File: src/sv/rgd_pkg.sv
`timescale 1ns / 1ps

package rgd_pkg;

   localparam int BYTE_W   = 8;
   localparam int TARGET_W = 2;
   localparam int GAIN_W   = 16;
   localparam int PEAK_W   = 31;
   localparam int ACCUM_W  = 24;
   localparam int COUNT_W  = 6;

   // Frame target codes
   localparam logic [TARGET_W-1:0] TGT_NONE  = 2'd0;
   localparam logic [TARGET_W-1:0] TGT_TRACK = 2'd1;
   localparam logic [TARGET_W-1:0] TGT_ALBUM = 2'd2;

   localparam logic [BYTE_W-1:0] CHAN_MASTER = 8'd1;

   // Number of peak bytes that contribute to the value
   localparam logic [COUNT_W-1:0] PEAK_USED_BYTES = 6'd3;

   typedef enum logic [2:0] {
      PH_CHAN    = 3'd0,
      PH_GAIN_HI = 3'd1,
      PH_GAIN_LO = 3'd2,
      PH_BITS    = 3'd3,
      PH_PEAK    = 3'd4
   } phase_type;

   typedef struct packed {
      logic [TARGET_W-1:0] gain_target;
      logic [GAIN_W-1:0]   gain_q9;
      logic [PEAK_W-1:0]   peak_q23;
   } result_type;

endpackage

File: src/sv/rva2_gain_record_decoder_top.sv
`timescale 1ns / 1ps
// The byte that ends a record yields its result, registered in the output register (or skid slot if rsp stalls).
// Throughput: one payload byte per cycle while req_tready is high; record registers update in a single pass per byte.
// req_tready drops only while both the output register and the skid slot hold results.
// Reset: synchronous, active high; clears record phase, latched target and the output slots.

module rva2_gain_record_decoder_top (
   input  logic        clock,
   input  logic        reset,
   // Payload byte stream
   input  logic        req_tvalid,
   output logic        req_tready,
   input  logic [7:0]  req_tdata,   // [7:0] data_byte
   input  logic [2:0]  req_tuser,   // [1:0] frame_target, [2] first_byte
   input  logic        req_tlast,   // last_byte
   // Master-channel gain results
   output logic        rsp_tvalid,
   input  logic        rsp_tready,
   output logic [47:0] rsp_tdata,   // [15:0] gain_q9, [46:16] peak_q23, [47] zero
   output logic [1:0]  rsp_tuser    // [1:0] gain_target
);

   logic                 in_fire;
   logic                 res_valid;
   rgd_pkg::result_type  res_data;
   rgd_pkg::result_type  out_data;

   // A byte transfers whenever the skid slot is free; the parser never stalls
   assign in_fire = req_tvalid && req_tready;

   // Record parser: channel, gain, bit count, peak bytes; emits at most one
   // result per byte, for a finished master-channel record of a known target
   rgd_parser u_parser (
      .clock        (clock),
      .reset        (reset),
      .in_fire      (in_fire),
      .data_byte    (req_tdata),
      .frame_target (req_tuser[1:0]),
      .first_byte   (req_tuser[2]),
      .last_byte    (req_tlast),
      .res_valid    (res_valid),
      .res_data     (res_data)
   );

   // Output register plus skid slot: hold a result while rsp stalls and keep
   // taking bytes until both slots are full
   rgd_out_buffer u_out_buffer (
      .clock      (clock),
      .reset      (reset),
      .push       (res_valid),
      .push_data  (res_data),
      .can_accept (req_tready),
      .out_valid  (rsp_tvalid),
      .out_ready  (rsp_tready),
      .out_data   (out_data)
   );

   // Pack the result fields, lowest field first, pad to whole bytes
   assign rsp_tdata = {1'b0, out_data.peak_q23, out_data.gain_q9};
   assign rsp_tuser = out_data.gain_target;

endmodule

File: src/sv/rgd_parser.sv
`timescale 1ns / 1ps

module rgd_parser (
   input  logic                          clock,
   input  logic                          reset,
   input  logic                          in_fire,
   input  logic [rgd_pkg::BYTE_W-1:0]    data_byte,
   input  logic [rgd_pkg::TARGET_W-1:0]  frame_target,
   input  logic                          first_byte,
   input  logic                          last_byte,
   output logic                          res_valid,
   output rgd_pkg::result_type           res_data
);

   rgd_pkg::phase_type                 phase_ff, phase_in, phase_eff;
   logic [rgd_pkg::TARGET_W-1:0]       target_ff, target_in, target_eff;
   logic [rgd_pkg::BYTE_W-1:0]         chan_ff, chan_in;
   logic [rgd_pkg::GAIN_W-1:0]         gain_ff, gain_in;
   logic [rgd_pkg::BYTE_W-1:0]         bits_ff, bits_in;
   logic [rgd_pkg::ACCUM_W-1:0]        accum_ff, accum_in;
   logic [rgd_pkg::COUNT_W-1:0]        left_ff, left_in;
   logic [rgd_pkg::COUNT_W-1:0]        index_ff, index_in;
   logic [rgd_pkg::BYTE_W:0]           bits_round;
   logic [2:0]                         shift;
   logic                               finish;
   logic                               target_ok;

   always_comb begin
      phase_eff  = first_byte ? rgd_pkg::PH_CHAN : phase_ff;
      target_eff = first_byte ? frame_target : target_ff;

      phase_in   = phase_eff;
      target_in  = target_eff;
      chan_in    = chan_ff;
      gain_in    = gain_ff;
      bits_in    = bits_ff;
      accum_in   = accum_ff;
      left_in    = left_ff;
      index_in   = index_ff;
      finish     = 1'b0;
      bits_round = {1'b0, data_byte} + 9'd7;

      case (phase_eff)
         rgd_pkg::PH_CHAN: begin
            chan_in  = data_byte;
            phase_in = rgd_pkg::PH_GAIN_HI;
         end
         rgd_pkg::PH_GAIN_HI: begin
            gain_in  = {data_byte, 8'h00};
            phase_in = rgd_pkg::PH_GAIN_LO;
         end
         rgd_pkg::PH_GAIN_LO: begin
            gain_in  = {gain_ff[15:8], data_byte};
            phase_in = rgd_pkg::PH_BITS;
         end
         rgd_pkg::PH_BITS: begin
            bits_in  = data_byte;
            accum_in = '0;
            index_in = '0;
            left_in  = bits_round[8:3];
            if (bits_round[8:3] == '0) begin
               finish   = 1'b1;
               phase_in = rgd_pkg::PH_CHAN;
            end else begin
               phase_in = rgd_pkg::PH_PEAK;
            end
         end
         default: begin
            // Peak bytes: only the first three land in the accumulator
            if (index_ff < rgd_pkg::PEAK_USED_BYTES) begin
               case (index_ff[1:0])
                  2'd0:    accum_in = accum_ff | {data_byte, 16'h0000};
                  2'd1:    accum_in = accum_ff | {8'h00, data_byte, 8'h00};
                  default: accum_in = accum_ff | {16'h0000, data_byte};
               endcase
            end
            index_in = index_ff + 6'd1;
            if (left_ff != '0) begin
               left_in = left_ff - 6'd1;
            end
            if (left_in == '0) begin
               finish   = 1'b1;
               phase_in = rgd_pkg::PH_CHAN;
            end
         end
      endcase

      if (last_byte) begin
         phase_in  = rgd_pkg::PH_CHAN;
         target_in = rgd_pkg::TGT_NONE;
      end

      target_ok = (target_eff inside {rgd_pkg::TGT_TRACK, rgd_pkg::TGT_ALBUM});
      res_valid = in_fire && finish && target_ok && (chan_ff == rgd_pkg::CHAN_MASTER);

      // Scale by 2^-((bits-1) mod 8); zero bits yields zero peak
      shift                = bits_in[2:0] - 3'd1;
      res_data.gain_target = target_eff;
      res_data.gain_q9     = gain_ff;
      if (bits_in == '0) begin
         res_data.peak_q23 = '0;
      end else begin
         res_data.peak_q23 = {accum_in, 7'b0000000} >> shift;
      end
   end

   always_ff @(posedge clock) begin
      if (reset) begin
         phase_ff  <= rgd_pkg::PH_CHAN;
         target_ff <= rgd_pkg::TGT_NONE;
      end else if (in_fire) begin
         phase_ff  <= phase_in;
         target_ff <= target_in;
      end
   end

   always_ff @(posedge clock) begin
      if (in_fire) begin
         chan_ff  <= chan_in;
         gain_ff  <= gain_in;
         bits_ff  <= bits_in;
         accum_ff <= accum_in;
         left_ff  <= left_in;
         index_ff <= index_in;
      end
   end

endmodule

File: src/sv/rgd_out_buffer.sv
`timescale 1ns / 1ps

module rgd_out_buffer (
   input  logic                 clock,
   input  logic                 reset,
   input  logic                 push,
   input  rgd_pkg::result_type  push_data,
   output logic                 can_accept,
   output logic                 out_valid,
   input  logic                 out_ready,
   output rgd_pkg::result_type  out_data
);

   logic                 main_valid_ff, main_valid_in;
   logic                 skid_valid_ff, skid_valid_in;
   rgd_pkg::result_type  main_ff, main_in;
   rgd_pkg::result_type  skid_ff, skid_in;

   // Push only arrives while the skid slot is empty
   always_comb begin
      main_valid_in = main_valid_ff;
      skid_valid_in = skid_valid_ff;
      main_in       = main_ff;
      skid_in       = skid_ff;
      if (!main_valid_ff || out_ready) begin
         main_valid_in = skid_valid_ff || push;
         main_in       = skid_valid_ff ? skid_ff : push_data;
         skid_valid_in = 1'b0;
      end else if (push) begin
         skid_valid_in = 1'b1;
         skid_in       = push_data;
      end
   end

   always_ff @(posedge clock) begin
      if (reset) begin
         main_valid_ff <= 1'b0;
         skid_valid_ff <= 1'b0;
      end else begin
         main_valid_ff <= main_valid_in;
         skid_valid_ff <= skid_valid_in;
      end
   end

   always_ff @(posedge clock) begin
      main_ff <= main_in;
      skid_ff <= skid_in;
   end

   assign can_accept = !skid_valid_ff;
   assign out_valid  = main_valid_ff;
   assign out_data   = main_ff;

endmodule

File: config.mk
export PLATFORM = sky130hd
export DESIGN_NAME = rva2_gain_record_decoder_top
export DESIGN_NICKNAME = d
export VERILOG_FILES = /design/src/sv/rgd_pkg.sv /design/src/sv/rva2_gain_record_decoder_top.sv /design/src/sv/rgd_parser.sv /design/src/sv/rgd_out_buffer.sv
export SDC_FILE = /design/constraint.sdc
export NUM_CORES = 1
export LEC_CHECK = 0
export ABC_AREA = 1
export BUFFER_PORTS_ARGS = -buffer_cell sky130_fd_sc_hd__buf_2
export CAP_MARGIN = 0
export CORE_MARGIN = 5
export CORE_UTILIZATION = 36
export CTS_BUF_LIST = sky130_fd_sc_hd__clkbuf_2
export DETAILED_ROUTE_END_ITERATION = 8
export GPL_TIMING_DRIVEN = 0
export MAX_ROUTING_LAYER = met4
export SYNTH_ARGS = -nofsm -noshare
export SYNTH_HDL_FRONTEND = slang
export SYNTH_SLANG_ARGS = --single-unit
File: constraint.sdc
create_clock -name clock -period 4.4 [get_ports clock]
set_input_delay 0.44 -clock clock [delete_from_list [all_inputs] [get_ports clock]]
set_output_delay 0.44 -clock clock [all_outputs]
set_load 0.05 [all_outputs]
==> reports/metrics.yaml <==
final_layout:
  final_cell_mix: "nand2_1, edfxtp_1, nand3_1, buf_2, inv_1"
  num-nets-final: 1056
  layout_commonest_cell: "nand2_1"
  area_growth_pct: 14.5
  drive_above_1_share: 0.142
yosys:
  synth_cell_types: 38
  synthesis.nets: 952
  synth_compound_area_frac: 0.0178
  yosys.area.top_type: "edfxtp_1"
  synth_top_area_frac: 0.586
  synth.yosys.seq_area_share: 0.602
  avgSynthCellArea_um2: 9.16
  synth-edff-count: 166
  syn_area_mm2: 0.00851
  yosysWarnings: 0
  yosys-mux-area-fraction: 0
  yosys.area_share.simple: 0.309
  synthAdderAreaFrac: 0.0103
  ys_ff_latch: 173
  synthFlopType: "edfxtp_1"
  synth_cells: 929
  synth_top_family_by_area: "simple AND/OR/NAND/NOR gates"
  ys_top_cells_by_area: "edfxtp_1, nand2_1, nand3_1"
  synthArstFlopShare: 0
  synthXorXnorAreaFrac: 0.00735
routing:
  routed-via-count: 6483
  via_per_inst: 4.75
  drtPass1Iterations: 5
  drc: 0
  ant_nets: 0
  post_drt_wl_per_cell_um: 14.2
  drt_wl_total_um: 19500
  drt_iter0_markers: 501
global_route:
  track_usage: 0.154
  grt_pass1_wl_um: 31500
  antenna_found_initial: 1
  grt_pass1_vias: 6068
  grt_overflow_total: 0
  grt_max_degree: 48
clocking:
  cts.clk_slew.worst_paths_ns: 0.30
  cts_setup_buffers: 0
  cts-buffers-inserted: 17
  postCtsHoldBufs: 16
  clk_latency_ns: 0.79
  clock-root-buffer: "clkbuf_2"
  cts-resized-gates: 0
  cts_tree: "yes"
  htreeDepth: 4
  cts.sinks: 173
  clockBufferDepth: 2
timing:
  tightest_slew_ns: 1.05
  hold_ws_ns: 0.0715
  rsz0062_at_grt: "no"
  finalHoldViolCount: 0
  drv_slew: 0
  fmax_mhz: 262
  period_share: 0.868
  fin_ws_ns: 0.580
  slew_headroom: 0.293
  finalCriticalPeriod_ns: 3.82
  finalClockSkew_ns: 0.0479
  finalSetupTns_ns: 0
  setup_viol: 0
power_and_ir_drop:
  powerDensity_mw_per_mm2: 344
  ir_worst_vdd_v: 0.000128
  leakage_nw: 4.34
setup_path:
  cp_top_family: "buffers and inverters"
  cp.buffers_inverters: 7
  worstPathArrival_ns: 4.41
  critPathSlowestCell: "dfxtp_1"
  setup.worst_path.class: "reg -> reg"
  crit_start: "u_parser.phase_ff[2]"
  path_cells: "inv_4 -> nand4_4 -> buf_6 -> buf_2 -> inv_1 -> or2_2 -> o21ai_0 -> ha_1 -> clkbuf_1 -> clkinv_1 -> clkbuf_1 -> nand3_1 -> nand2_1 -> nand2_1 -> nand2_1 -> nand2_1 -> nand2_1"
  r2r-start: "u_parser.phase_ff[2]"
  worstPathRequired_ns: 4.99
  end_kind: "flip-flop"
  critPathMostFrequentCell: "nand2_1"
  cp_max_fo: 10
  cpPeakStageDelay_ns: 0.56
  start_kind: "flip-flop"
die:
  rows: 56
  num_io_pins: 68
  coreArea_mm2: 0.0234
  die_area_mm2: 0.0268
  die_y_um: 164
  dieWidth_um: 164
  start_util: 0.364
job:
  maxCapViolations: 0
min_path:
  min_from: "req_tuser[2]"
  holdCritPathClass: "in -> reg"
place:
  numPortBuffers: 66
  gp_congestion: 0.927
  pre_cts_ws_ns: 0.431
  hpwl_um: 14200
run_status:
  status: "finished clean"
final cells by class:
cell class	instances	area, um^2
fillers	2356	13700
flip-flops and latches	173	5120
multi-input cells	653	2940
repair buffers	85	551
well taps	319	399
inverters	72	273
clock inverters	15	191
plain buffers	31	183
clock buffers	17	85.1
diodes	1	2.50
where the power goes:
part | leakage (nW) | switching [mW] | internal [mW] | total, mW
Sequential | 1.70 | 0.0177 | 1.89 | 1.91
Clock | 0.159 | 0.680 | 0.207 | 0.887
Combinational | 2.48 | 0.419 | 0.142 | 0.561
Total | 4.34 | 1.12 | 2.24 | 3.35
state kept, by name, summed over array words and instances (netlist names):
signal / flops
u_out_buffer.out_data: 49
u_out_buffer.out_valid: 1
u_out_buffer.skid_ff: 49
u_out_buffer.skid_valid_ff: 1
u_parser.accum_ff: 24
u_parser.bits_ff: 8
u_parser.chan_ff: 8
u_parser.gain_ff: 16
u_parser.index_ff: 6
u_parser.left_ff: 6
u_parser.phase_ff: 3
u_parser.target_ff: 2
per-layer routing:
metal / global-route usage / share of wire / vias up
met1: 0.207 / 0.47 / 2967
met5: - / 0 / -
met2: 0.240 / 0.46 / 191
met4: 0.0599 / 0.027 / 0
met3: 0.0213 / 0.043 / 34
li1: - / - / 3291
worst min-delay path, stage by stage:
cell and delay [ns]:
buf_2 0.14, nand2_1 0.09, a31oi_1 0.08
synthesized netlist by cell type, drive strengths merged, types with 5 or more instances:
master / number
nand2: 390
edfxtp: 166
nand3: 131
inv: 71
nor2: 71
buf: 22
nand4: 14
a21oi: 12
clkbuf: 9
dfxtp: 7
ha: 7
o21ai: 7
nor3: 5
final timing paths:
kind,cells after the start,endpoint,slack (ns)
setup / recovery,17,u_out_buffer.out_data[19],0.58
setup reg to reg,17,u_out_buffer.out_data[19],0.58
hold reg to reg,0,u_out_buffer.skid_ff[37],0.47
hold / removal,3,u_out_buffer.out_data[47],0.07
per-stage QoR:
step                      instance area, um^2  total power [mW]  instances  utilization
after floorplan                          8510              2.35        929            -
after global placement                   9240              2.49       1314        0.395
after detailed placement                 9290              2.49       1316        0.397
after CTS                                9730              3.38       1364        0.416
after global routing                     9750              3.51       1366        0.417
final                                    9750              3.35       1366        0.417
kinds of logic after synthesis:
kind of cell	after synthesis
adders and majority gates	7
buffers and inverters	103
AOI/OAI and AO/OA	24
other	1
xor gates and xnor gates	5
and+or+nand+nor	616
DFF	173
Power figures use the tool's default switching activity.
